<file path="src/hdl/clm_pkg.sv">
// shared types and constants for the circular list manager
package clm_pkg;

    localparam int OP_W    = 4;
    localparam int POS_W   = 7;
    localparam int VAL_W   = 32;
    localparam int ST_W    = 3;

    localparam logic [OP_W-1:0] OP_INS_HEAD = 4'd0;
    localparam logic [OP_W-1:0] OP_INS_TAIL = 4'd1;
    localparam logic [OP_W-1:0] OP_INS_POS  = 4'd2;
    localparam logic [OP_W-1:0] OP_DEL_HEAD = 4'd3;
    localparam logic [OP_W-1:0] OP_DEL_TAIL = 4'd4;
    localparam logic [OP_W-1:0] OP_DEL_POS  = 4'd5;
    localparam logic [OP_W-1:0] OP_SEARCH   = 4'd6;
    localparam logic [OP_W-1:0] OP_READ     = 4'd7;
    localparam logic [OP_W-1:0] OP_COUNT    = 4'd8;
    localparam logic [OP_W-1:0] OP_DUMP     = 4'd9;

    localparam logic [ST_W-1:0] ST_OK       = 3'd0;
    localparam logic [ST_W-1:0] ST_EMPTY    = 3'd1;
    localparam logic [ST_W-1:0] ST_BAD_POS  = 3'd2;
    localparam logic [ST_W-1:0] ST_NOTFOUND = 3'd3;
    localparam logic [ST_W-1:0] ST_FULL     = 3'd4;

    typedef enum logic [2:0] {
        S_IDLE,
        S_ALLOC,
        S_WALK,
        S_COMMIT,
        S_OUT
    } clm_state_t;

endpackage

</file>
<file path="src/hdl/clm_alloc.sv">
// lowest free node finder, one node checked per cycle
module clm_alloc
    import clm_pkg::*;
#(
    parameter int CAPACITY = 32,
    parameter int IDX_W    = 5
) (
    input  logic                aclk,
    input  logic                aresetn,
    input  logic                start,
    input  logic [CAPACITY-1:0] occupied,
    output logic                done,
    output logic                found,
    output logic [IDX_W-1:0]    index
);

    logic [IDX_W:0] scan_reg, scan_next;
    logic           busy_reg, busy_next;
    logic           done_reg, done_next;
    logic           found_reg, found_next;

    always_comb begin
        scan_next  = scan_reg;
        busy_next  = busy_reg;
        done_next  = 1'b0;
        found_next = found_reg;
        if (start) begin
            scan_next  = '0;
            busy_next  = 1'b1;
            found_next = 1'b0;
        end else if (busy_reg) begin
            if (scan_reg == (IDX_W+1)'(CAPACITY)) begin
                busy_next = 1'b0;
                done_next = 1'b1;
            end else if (!occupied[scan_reg[IDX_W-1:0]]) begin
                busy_next  = 1'b0;
                done_next  = 1'b1;
                found_next = 1'b1;
            end else begin
                scan_next = scan_reg + 1'b1;
            end
        end
    end

    always_ff @(posedge aclk) begin
        if (!aresetn) begin
            scan_reg  <= '0;
            busy_reg  <= 1'b0;
            done_reg  <= 1'b0;
            found_reg <= 1'b0;
        end else begin
            scan_reg  <= scan_next;
            busy_reg  <= busy_next;
            done_reg  <= done_next;
            found_reg <= found_next;
        end
    end

    assign done  = done_reg;
    assign found = found_reg;
    assign index = scan_reg[IDX_W-1:0];

endmodule

</file>
<file path="src/hdl/circular_list_manager.sv">
// circular list manager top level: node store, walker and sequencer
// without stalls, time per item is set by the free scan and the node walk
// throughput: one item at a time, s_tready low until the last result is taken
// dump emits one result per node as the walk advances
// reset: synchronous active-low, list empty; node store needs no clearing
module circular_list_manager
    import clm_pkg::*;
#(
    parameter int CAPACITY = 32
) (
    input  logic        aclk,
    input  logic        aresetn,
    input  logic        s_tvalid,
    output logic        s_tready,
    input  logic [47:0] s_tdata,  // op[3:0], position[10:4], value[42:11]
    output logic        m_tvalid,
    input  logic        m_tready,
    output logic [47:0] m_tdata,  // status[2:0], value_out[34:3], position_out[41:35]
    output logic        m_tlast
);

    localparam int IDX_W = (CAPACITY > 1) ? $clog2(CAPACITY) : 1;
    localparam int CNT_W = $clog2(CAPACITY + 1);

    logic [VAL_W-1:0] val_mem [CAPACITY];
    logic [IDX_W-1:0] link_mem [CAPACITY];

    clm_state_t state_reg, state_next;
    logic [CAPACITY-1:0] occ_reg, occ_next;
    logic [IDX_W-1:0] tail_reg, tail_next;
    logic [CNT_W-1:0] cnt_reg, cnt_next;
    logic [OP_W-1:0]  op_reg;
    logic [POS_W-1:0] pos_reg, pos_next;
    logic [VAL_W-1:0] val_reg;
    logic [IDX_W-1:0] cur_reg, cur_next, prev_reg, prev_next;
    logic [POS_W-1:0] k_reg, k_next;
    logic [ST_W-1:0]  st_reg, st_next;
    logic [VAL_W-1:0] vout_reg, vout_next;
    logic [POS_W-1:0] pout_reg, pout_next;
    logic             last_reg, last_next;
    logic             mv_reg, mv_next;
    logic [IDX_W-1:0] new_reg, new_next;

    logic [IDX_W-1:0] lnk_rd_reg;
    logic [VAL_W-1:0] val_rd_reg;
    logic [IDX_W-1:0] head_reg;

    logic             wr_val_en, wr_lnk_en, wr_lnk2_en;
    logic [IDX_W-1:0] wr_val_a, wr_lnk_a, wr_lnk2_a, wr_lnk_d, wr_lnk2_d;

    logic             alloc_start, alloc_done, alloc_found;
    logic [IDX_W-1:0] alloc_idx;

    logic [OP_W-1:0]  in_op;
    logic [POS_W-1:0] in_pos;
    logic [VAL_W-1:0] in_val;
    logic [POS_W-1:0] cnt_w;
    logic             is_ins, is_del;

    assign in_op  = s_tdata[3:0];
    assign in_pos = s_tdata[10:4];
    assign in_val = s_tdata[42:11];
    assign cnt_w  = POS_W'(cnt_reg);
    assign is_ins = (op_reg == OP_INS_HEAD) || (op_reg == OP_INS_TAIL)
                    || (op_reg == OP_INS_POS);
    assign is_del = (op_reg == OP_DEL_HEAD) || (op_reg == OP_DEL_TAIL)
                    || (op_reg == OP_DEL_POS);

    clm_alloc #(.CAPACITY(CAPACITY), .IDX_W(IDX_W)) u_alloc (
        .aclk     (aclk),
        .aresetn  (aresetn),
        .start    (alloc_start),
        .occupied (occ_reg),
        .done     (alloc_done),
        .found    (alloc_found),
        .index    (alloc_idx)
    );

    always_ff @(posedge aclk) begin
        if (wr_val_en) val_mem[wr_val_a] <= val_reg;
        if (wr_lnk_en) link_mem[wr_lnk_a] <= wr_lnk_d;
        if (wr_lnk2_en) link_mem[wr_lnk2_a] <= wr_lnk2_d;
    end

    // registered reads of the node under the walker and of the head link
    always_ff @(posedge aclk) begin
        lnk_rd_reg <= link_mem[cur_next];
        val_rd_reg <= val_mem[cur_next];
        head_reg   <= link_mem[tail_reg];
    end

    always_ff @(posedge aclk) begin
        if (!aresetn) begin
            state_reg <= S_IDLE;
            occ_reg   <= '0;
            tail_reg  <= '0;
            cnt_reg   <= '0;
            mv_reg    <= 1'b0;
        end else begin
            state_reg <= state_next;
            occ_reg   <= occ_next;
            tail_reg  <= tail_next;
            cnt_reg   <= cnt_next;
            mv_reg    <= mv_next;
        end
    end

    always_ff @(posedge aclk) begin
        if (state_reg == S_IDLE && s_tvalid) begin
            op_reg  <= in_op;
            val_reg <= in_val;
        end
        pos_reg  <= pos_next;
        cur_reg  <= cur_next;
        prev_reg <= prev_next;
        k_reg    <= k_next;
        st_reg   <= st_next;
        vout_reg <= vout_next;
        pout_reg <= pout_next;
        last_reg <= last_next;
        new_reg  <= new_next;
    end

    // walk target: node at position pos_reg; inserts and deletes also track its predecessor
    always_comb begin
        state_next = state_reg;
        occ_next   = occ_reg;
        tail_next  = tail_reg;
        cnt_next   = cnt_reg;
        mv_next    = mv_reg;
        pos_next   = pos_reg;
        cur_next   = cur_reg;
        prev_next  = prev_reg;
        k_next     = k_reg;
        st_next    = st_reg;
        vout_next  = vout_reg;
        pout_next  = pout_reg;
        last_next  = last_reg;
        new_next   = new_reg;
        alloc_start = 1'b0;
        wr_val_en  = 1'b0;
        wr_val_a   = new_reg;
        wr_lnk_en  = 1'b0;
        wr_lnk_a   = new_reg;
        wr_lnk_d   = '0;
        wr_lnk2_en = 1'b0;
        wr_lnk2_a  = prev_reg;
        wr_lnk2_d  = new_reg;
        s_tready   = 1'b0;

        case (state_reg)
            S_IDLE: begin
                s_tready = 1'b1;
                if (s_tvalid) begin
                    vout_next = '0;
                    pout_next = '0;
                    last_next = 1'b1;
                    st_next   = ST_OK;
                    k_next    = POS_W'(1);
                    cur_next  = head_reg;
                    prev_next = tail_reg;
                    state_next = S_OUT;
                    case (in_op)
                        OP_INS_HEAD, OP_INS_TAIL, OP_INS_POS: begin
                            pos_next = (in_op == OP_INS_HEAD) ? POS_W'(1) :
                                       (in_op == OP_INS_TAIL) ? cnt_w + 1'b1 : in_pos;
                            if (in_op == OP_INS_POS &&
                                (in_pos == '0 || in_pos > cnt_w + 1'b1)) begin
                                st_next = ST_BAD_POS;
                            end else begin
                                alloc_start = 1'b1;
                                state_next  = S_ALLOC;
                            end
                        end
                        OP_DEL_HEAD, OP_DEL_TAIL, OP_DEL_POS: begin
                            pos_next = (in_op == OP_DEL_HEAD) ? POS_W'(1) :
                                       (in_op == OP_DEL_TAIL) ? cnt_w : in_pos;
                            if (cnt_reg == '0)
                                st_next = ST_EMPTY;
                            else if (in_op == OP_DEL_POS &&
                                     (in_pos == '0 || in_pos > cnt_w))
                                st_next = ST_BAD_POS;
                            else
                                state_next = S_WALK;
                        end
                        OP_SEARCH, OP_DUMP: begin
                            pos_next = cnt_w;
                            if (cnt_reg == '0) begin
                                st_next = ST_EMPTY;
                            end else begin
                                state_next = S_WALK;
                            end
                        end
                        OP_READ: begin
                            pos_next = in_pos;
                            if (cnt_reg == '0)
                                st_next = ST_EMPTY;
                            else if (in_pos == '0 || in_pos > cnt_w)
                                st_next = ST_BAD_POS;
                            else
                                state_next = S_WALK;
                        end
                        OP_COUNT: pout_next = cnt_w;
                        default: state_next = S_IDLE;
                    endcase
                    mv_next = (state_next == S_OUT);
                end
            end
            S_ALLOC: begin
                if (alloc_done) begin
                    new_next = alloc_idx;
                    if (!alloc_found) begin
                        st_next = ST_FULL;
                        mv_next = 1'b1;
                        state_next = S_OUT;
                    end else begin
                        state_next = S_WALK;
                    end
                end
            end
            S_WALK: begin
                // cur is node at k; for inserts and deletes prev is its predecessor
                if (is_ins || is_del) begin
                    if (is_ins && (cnt_reg == '0 || k_reg >= pos_reg)) begin
                        state_next = S_COMMIT;
                    end else if (is_del && k_reg >= pos_reg) begin
                        state_next = S_COMMIT;
                    end else begin
                        prev_next = cur_reg;
                        cur_next  = lnk_rd_reg;
                        k_next    = k_reg + 1'b1;
                    end
                end else if (op_reg == OP_SEARCH) begin
                    if (val_rd_reg == val_reg) begin
                        pout_next = k_reg;
                        mv_next = 1'b1;
                        state_next = S_OUT;
                    end else if (k_reg >= pos_reg) begin
                        st_next = ST_NOTFOUND;
                        mv_next = 1'b1;
                        state_next = S_OUT;
                    end else begin
                        cur_next = lnk_rd_reg;
                        k_next   = k_reg + 1'b1;
                    end
                end else if (op_reg == OP_READ) begin
                    if (k_reg >= pos_reg) begin
                        vout_next = val_rd_reg;
                        mv_next = 1'b1;
                        state_next = S_OUT;
                    end else begin
                        cur_next = lnk_rd_reg;
                        k_next   = k_reg + 1'b1;
                    end
                end else begin
                    vout_next = val_rd_reg;
                    last_next = (k_reg >= pos_reg);
                    mv_next = 1'b1;
                    state_next = S_OUT;
                end
            end
            S_COMMIT: begin
                if (is_ins) begin
                    wr_val_en = 1'b1;
                    occ_next  = occ_reg | (CAPACITY'(1) << new_reg);
                    cnt_next  = cnt_reg + 1'b1;
                    wr_lnk_en = 1'b1;
                    if (cnt_reg == '0) begin
                        wr_lnk_d  = new_reg;
                        tail_next = new_reg;
                    end else begin
                        wr_lnk_d   = cur_reg;
                        wr_lnk2_en = 1'b1;
                        if (pos_reg == cnt_w + 1'b1) tail_next = new_reg;
                    end
                end else begin
                    occ_next = occ_reg & ~(CAPACITY'(1) << cur_reg);
                    cnt_next = cnt_reg - 1'b1;
                    if (cnt_reg == CNT_W'(1)) begin
                        tail_next = '0;
                    end else begin
                        wr_lnk2_en = 1'b1;
                        wr_lnk2_d  = lnk_rd_reg;
                        if (cur_reg == tail_reg) tail_next = prev_reg;
                    end
                end
                mv_next = 1'b1;
                state_next = S_OUT;
            end
            S_OUT: begin
                if (m_tready) begin
                    mv_next = 1'b0;
                    if (last_reg) begin
                        state_next = S_IDLE;
                    end else begin
                        cur_next = lnk_rd_reg;
                        k_next   = k_reg + 1'b1;
                        state_next = S_WALK;
                    end
                end
            end
            default: state_next = S_IDLE;
        endcase
    end

    assign m_tvalid = mv_reg;
    assign m_tlast  = last_reg;
    assign m_tdata  = {6'd0, pout_reg, vout_reg, st_reg};

    property p_out_state;
        @(posedge aclk) disable iff (!aresetn) m_tvalid |-> state_reg == S_OUT;
    endproperty
    a_out_state: assert property (p_out_state) else $error("result outside output state");

    property p_cnt_bound;
        @(posedge aclk) disable iff (!aresetn) cnt_reg <= CNT_W'(CAPACITY);
    endproperty
    a_cnt_bound: assert property (p_cnt_bound) else $error("node count overflow");

    property p_occ_count;
        @(posedge aclk) disable iff (!aresetn)
            state_reg == S_IDLE |-> $countones(occ_reg) == int'(cnt_reg);
    endproperty
    a_occ_count: assert property (p_occ_count) else $error("occupancy and count disagree");

endmodule
</file>
<file path="config.mk">
export PLATFORM = sky130hd
export DESIGN_NAME = circular_list_manager
export DESIGN_NICKNAME = d
export VERILOG_FILES = /design/src/hdl/clm_pkg.sv /design/src/hdl/clm_alloc.sv /design/src/hdl/circular_list_manager.sv
export SDC_FILE = /design/constraint.sdc
export NUM_CORES = 2
export LEC_CHECK = 0
export BUFFER_PORTS_ARGS = -buffer_cell sky130_fd_sc_hd__buf_4
export CORE_MARGIN = 3
export CORE_UTILIZATION = 50
export CTS_BUF_LIST = sky130_fd_sc_hd__clkbuf_16
export DETAILED_ROUTE_END_ITERATION = 16
export PLACE_DENSITY = 0.66
export SLEW_MARGIN = 20
export SYNTH_ARGS = -nofsm -noshare
export SYNTH_HDL_FRONTEND = slang
export SYNTH_SLANG_ARGS = --single-unit
</file>
<file path="constraint.sdc">
create_clock -name aclk -period 6.15 [get_ports aclk]
set_clock_uncertainty 0.15 [all_clocks]
set_input_delay 0.3075 -clock aclk [delete_from_list [all_inputs] [get_ports aclk]]
set_output_delay 0.3075 -clock aclk [all_outputs]
set_load 0.01 [all_outputs]
</file>
# Word-level counts from Yosys, hierarchy flattened
# Memories as Yosys holds them, arrays and structs flattened. A register that Yosys moved wholly into a read port is not among the register bits.
# Cells that the tools add are included.
[classes]
addsub = 5
n_lt_le_gt_ge = 4
eq_ne = 48
n_shift = 2
mux = 132
n_bitwise = 7
n_reduce_logical = 42
[op_table]
columns = ["operator", "n"]
rows = [
  ["2-to-1 mux 32 bit", 6],
  ["2-to-1 mux 7 bit", 18],
  ["2-to-1 mux 5 bit", 25],
  ["2-to-1 mux 3 bit", 26],
  ["case mux 32 bit (2 select lines)", 1],
  ["<< shifter 1 x 5 -> 32 bit (first input constant)", 2],
  ["2-to-1 mux 1 bit", 36],
  ["bitwise AND 32 bit", 1],
  ["equality test 32 bit", 1],
  ["equality test 4 x 3 -> 1 bit (second input constant)", 8],
  ["inverter 32 bit", 1],
  ["OR 32 bit", 1],
  ["case mux 3 bit (5 select lines)", 2],
  ["inequality test 2 bit (second input constant)", 14],
  ["case mux 7 bit (4 select lines)", 1],
  ["case mux 7 bit (3 select lines)", 1],
  ["AND reduction 5 bit", 4],
  ["equality test 4 x 2 -> 1 bit (second input constant)", 4],
  ["AND reduction 8 bit", 2],
  ["case mux 5 bit (3 select lines)", 1],
  ["case mux 7 bit (2 select lines)", 1],
  ["adder 6 x 1 -> 6 bit (second input constant)", 2],
  ["2-to-1 mux 2 bit", 6],
  ["2-to-1 mux 6 bit", 2],
  ["43 further kinds", 74],
]
[word_totals]
regBits = 164
ramBits = 1184
inputBits = 52
output_inout_bits = 51
wordCells = 262
mem_count = 2
[mem_list]
columns = ["memory", "words", "word_bits", "rd", "rd_clocked_by_memory_dff", "write_ports", "line_no", "text"]
rows = [
  ["val_mem", 32, 32, 1, 1, 1, "circular_list_manager.sv:25", "logic [VAL_W-1:0] val_mem [CAPACITY];"],
  ["link_mem", 32, 5, 2, 2, 2, "circular_list_manager.sv:26", "logic [IDX_W-1:0] link_mem [CAPACITY];"],
]

# Depth between registers and ports, before layout
[logic_depth]
word_depth = 11
depth_mapped = 18
ltp_nobuf = 15

# Modules after synthesis
# A second synthesis with hierarchy kept.
[hier_totals]
hier_cells = 4410
area_unflattened_um2 = 59672.2
[modules_own_cells]
columns = ["mod", "instances", "cells_each", "area_per_inst_um2", "seq_area_each_um2"]
rows = [
  ["circular_list_manager", 1, 4345, 58924.0, 40528.9],
  ["clm_alloc", 1, 65, 748.2, 180.2],
]

# Worst setup path after synthesis
# No wires, ideal clock.
[synth_path]
kind = "reg2reg"
start = "register state_reg[2]"
end = "memory link_mem[8][0] (enable)"
setup_ns = 0.314
arrival_time_ns = 5.016
t_required_ns = 5.686
setup_slack_ns = 0.670
path_stages_with_launch = 8
path_buffers = 2
synth_period_minus_slack_ns = 5.480
path_cell_list = "dfxtp_1 -> clkbuf_1 -> nor2b_1 -> and2_1 -> clkbuf_1 -> nand2_1 -> nor4_1 -> or2_2"
[synth_lines]
columns = ["element", "line_no", "text"]
rows = [
  ["from (decl)", "circular_list_manager.sv:28", "clm_state_t state_reg, state_next;"],
  ["from (signal assigned)", "circular_list_manager.sv:100", "state_reg <= state_next;"],
  ["to (decl)", "circular_list_manager.sv:26", ""],
]

# Worst setup path in the final report
[layout_path]
start = "register val_reg[20]"
end = "register val_rd_reg[30] (read register of val_mem)"
[layout_via]
elab_chain_cells = 5
[layout_rtl]
columns = ["element", "line_no", "text"]
rows = [
  ["from (decl)", "circular_list_manager.sv:34", "logic [VAL_W-1:0] val_reg;"],
  ["from (signal assigned)", "circular_list_manager.sv:111", "val_reg <= in_val;"],
  ["equality test 32 bit", "circular_list_manager.sv:234", "if (val_rd_reg == val_reg) begin"],
  ["2-to-1 mux 5 bit", "circular_list_manager.sv:234", ""],
  ["2-to-1 mux 5 bit", "circular_list_manager.sv:233", "end else if (op_reg == OP_SEARCH) begin"],
  ["2-to-1 mux 5 bit", "circular_list_manager.sv:223", "if (is_ins || is_del) begin"],
  ["case mux 5 bit (3 select lines)", "circular_list_manager.sv:151", "case (state_reg)"],
  ["to (decl)", "circular_list_manager.sv:45", "logic [VAL_W-1:0] val_rd_reg;"],
]
# No other way between the ends.
# A chain may end at the register's enable or synchronous reset.

==> impl_metrics.ini <==
[yosys]
synth-main-ff-cell = edfxtp_1
yosysTopAreaCell = edfxtp_1
ys_seq_area_frac = 0.687
syn_avg_cell_area_um2 = 13.9
synth_cell_types = 76
synthCells = 4251
ys_ff_latch = 1390
netlist_area_mm2 = 0.0592
netlist.area_leader.share = 0.652
synth_async_sr_flop_share = 0
yosys-top-cells-area = edfxtp_1, mux2i_1, nand2_1
synth-edff-count = 1287
yosysWarnings = 0

[clocking]
numCtsBuffers = 148
cts.sinks = 1390
cts_resized = 0
cts_tree = built
htreeDepth = 4
clkTransAtPathRegs_ns = 0.06
worst_skew_pair.late_latency_ns = 0.77
cts.path.max_buffers = 3
clockRootBuffer = clkbuf_16

[die]
core-area_mm2 = 0.117
io_pins = 103
die_height_um = 350
row_count = 125
die_x_um = 350
start_util = 0.507
dieArea_mm2 = 0.123

[pwr]
power_density_mw_per_mm2 = 348
max-vdd-ir-drop_v = 0.000308
finalPower_uw = 23400
power.leakage_uw = 0.0238

[critical_path]
r2r-start = val_reg[20]
arrival_ns = 5.94
critPathRequiredTime_ns = 6.65
start_kind = flip-flop
worstSetupEndpointType = flip-flop
cp_max_fo = 127
path_class = reg2reg
r2r_slack_ns = 0.71
startpoint = val_reg[20]

[sta]
tightest_slew_ns = 1.13
setup_viol = 0
relSlewSlack = 0.248
max_freq_mhz = 184
period_needed_ns = 5.44
rsz0062_at_grt = no
hold_viol = 0
min_period_over_period = 0.885
fin_ws_ns = 0.706
slew_viol_final = 0
fin_setup_tns_ns = 0

[detailed_routing]
drt_wl_total_mm = 170
wl_per_cell_um = 28.3
drtAntennaViolNets = 0
route.detailed.drc = 0
vias = 37600
drt_pass1_iterations = 5
wl_met1_mm = 68.7
vias_per_cell = 6.25
drt-initial-drc-count = 4974
wl_met2_mm = 78.1
wl_met3_mm = 17.0
highest_layer = met5

[final_layout]
largest-register = val_mem
final.fill_count = 9141
largest_register_ffs = 1024
reg.largest.list = val_mem (1024), link_mem (160)
utilization = 0.575
num-nets-final = 4445
drive_gt1_frac = 0.124
syn_to_final_growth_pct = 13.5

[flow_run]
maxCapViolCount = 0

[global_route]
grt_max_degree = 175
grt_pass1_wl_mm = 245
first_global_vias = 35900
antenna_found_initial = 9
overflow = 0
grt_util_all_layers = 0.275

[placement]
place_ws_ns = 0.829
dp_hpwl_mm = 98.2
placement.io_buffers = 91
place.gp.congestion = 0.895

[run_status]
status = completed

[worst_hold_path]
hold_start = s_tdata[25]
worstHoldPathType = in2reg
-- placed cells by master, fill, tap and decap left out, types with 19 or more instances in the layout --
| cell | count |
|---|---|
| dfxtp_1 | 100 |
| clkinv_1 | 31 |
| a21oi_1 | 68 |
| buf_12 | 19 |
| buf_4 | 194 |
| and2_1 | 20 |
| edfxtp_1 | 1287 |
| inv_2 | 27 |
| xor2_1 | 39 |
| a31oi_1 | 157 |
| clkinv_2 | 20 |
| a311oi_1 | 37 |
| a21o_1 | 82 |
| ha_1 | 27 |
| a22oi_1 | 41 |
| mux4_2 | 60 |
| dlygate4sd3_1 | 47 |
| nand3_1 | 256 |
| xnor2_1 | 23 |
| nand2b_1 | 29 |
| inv_1 | 68 |
| clkbuf_16 | 151 |
| and3_1 | 45 |
| nor3_1 | 46 |
| o21ai_0 | 99 |
| a21boi_0 | 31 |
| nand2_1 | 645 |
| nor2_1 | 51 |
| o22ai_1 | 76 |
| mux2i_1 | 494 |
-- final cells by class --
type / count / area [um2] / area share
clock inverter: 121 / 936 / 0.0139
tap: 1524 / 1910 / 0.0284
sequential: 1390 / 40700 / 0.606
timing repair buffer: 263 / 2390 / 0.0356
inverter: 56 / 225 / 0.00335
multi-input combinational: 2507 / 17300 / 0.257
clock buffer: 151 / 3780 / 0.0562
antenna: 1 / 2.50 / 0.0000372
-- final timing paths --
kind	to	cells past startpoint
setup reg to reg	val_rd_reg[30]	13
hold reg to reg	u_alloc.done	2
setup / recovery	val_rd_reg[30]	13
hold / removal	val_reg[14]	2
-- synth_stat cells (all sizes together), types with 37 or more instances --
| cell type | instances |
|---|---|
| o21ai | 99 |
| edfxtp | 1287 |
| nand2 | 647 |
| nor2 | 59 |
| and3 | 45 |
| nand3 | 257 |
| o22ai | 76 |
| a21oi | 69 |
| xor2 | 39 |
| buf | 114 |
| nor3 | 47 |
| dfxtp | 103 |
| clkbuf | 189 |
| a21o | 82 |
| inv | 56 |
| mux4 | 60 |
| a311oi | 37 |
| a22oi | 41 |
| a31oi | 157 |
| mux2i | 499 |
-- power breakdown --
part	total (uW)	switching (uW)	internal [uW]
registers	10900	276	10600
logic	3880	2590	1290
clock network	8640	3730	4910
-- critical path, cell delays in order (launching register included) --
cell       delay (ns)
edfxtp_1         0.38
buf_4            0.24
xor2_1           0.22
nor4_1           0.75
nand4_1          0.49
o211a_1          0.35
a2111oi_0        0.39
a311o_2          0.41
inv_8            0.21
buf_12           0.29
and3_1           0.39
a31oi_1          0.14
a31oi_1          0.14
o41a_1           0.45
-- logic make-up after synthesis --
| group | count (synthesis) | synth area share |
|---|---|---|
| simple gates | 1182 | 0.0897 |
| compound gates | 665 | 0.0749 |
| fa+ha+maj | 27 | 0.00570 |
| buf+inv | 359 | 0.0248 |
| flops | 1390 | 0.687 |
| xor+xnor | 62 | 0.00917 |
| mux | 565 | 0.108 |
| other cells | 1 | 0.0000633 |
-- timing repair --
item                                   CTS  global route
endpoints found under the hold margin   96             0
buffers inserted                         0             0
hold buffers                            47             0
-- per-layer routing --
metal / track usage / up-vias
met5: 0 / -
met4: 0.108 / 4
met3: 0.0528 / 364
met2: 0.428 / 2009
met1: 0.384 / 18800
li1: - / 16400
-- per-stage QoR --
step,std cells,cell area [um2],hold WS [ns]
2_1_floorplan,4256,59200,0.256
3_3_place_gp,5690,61900,0.288
3_5_place_dp,5692,62000,0.297
4_1_cts,6011,67200,0.0540
5_1_grt,6012,67200,0.0903
6_report,6013,67200,0.0972
Note: power is estimated with default switching activity, not from simulation.
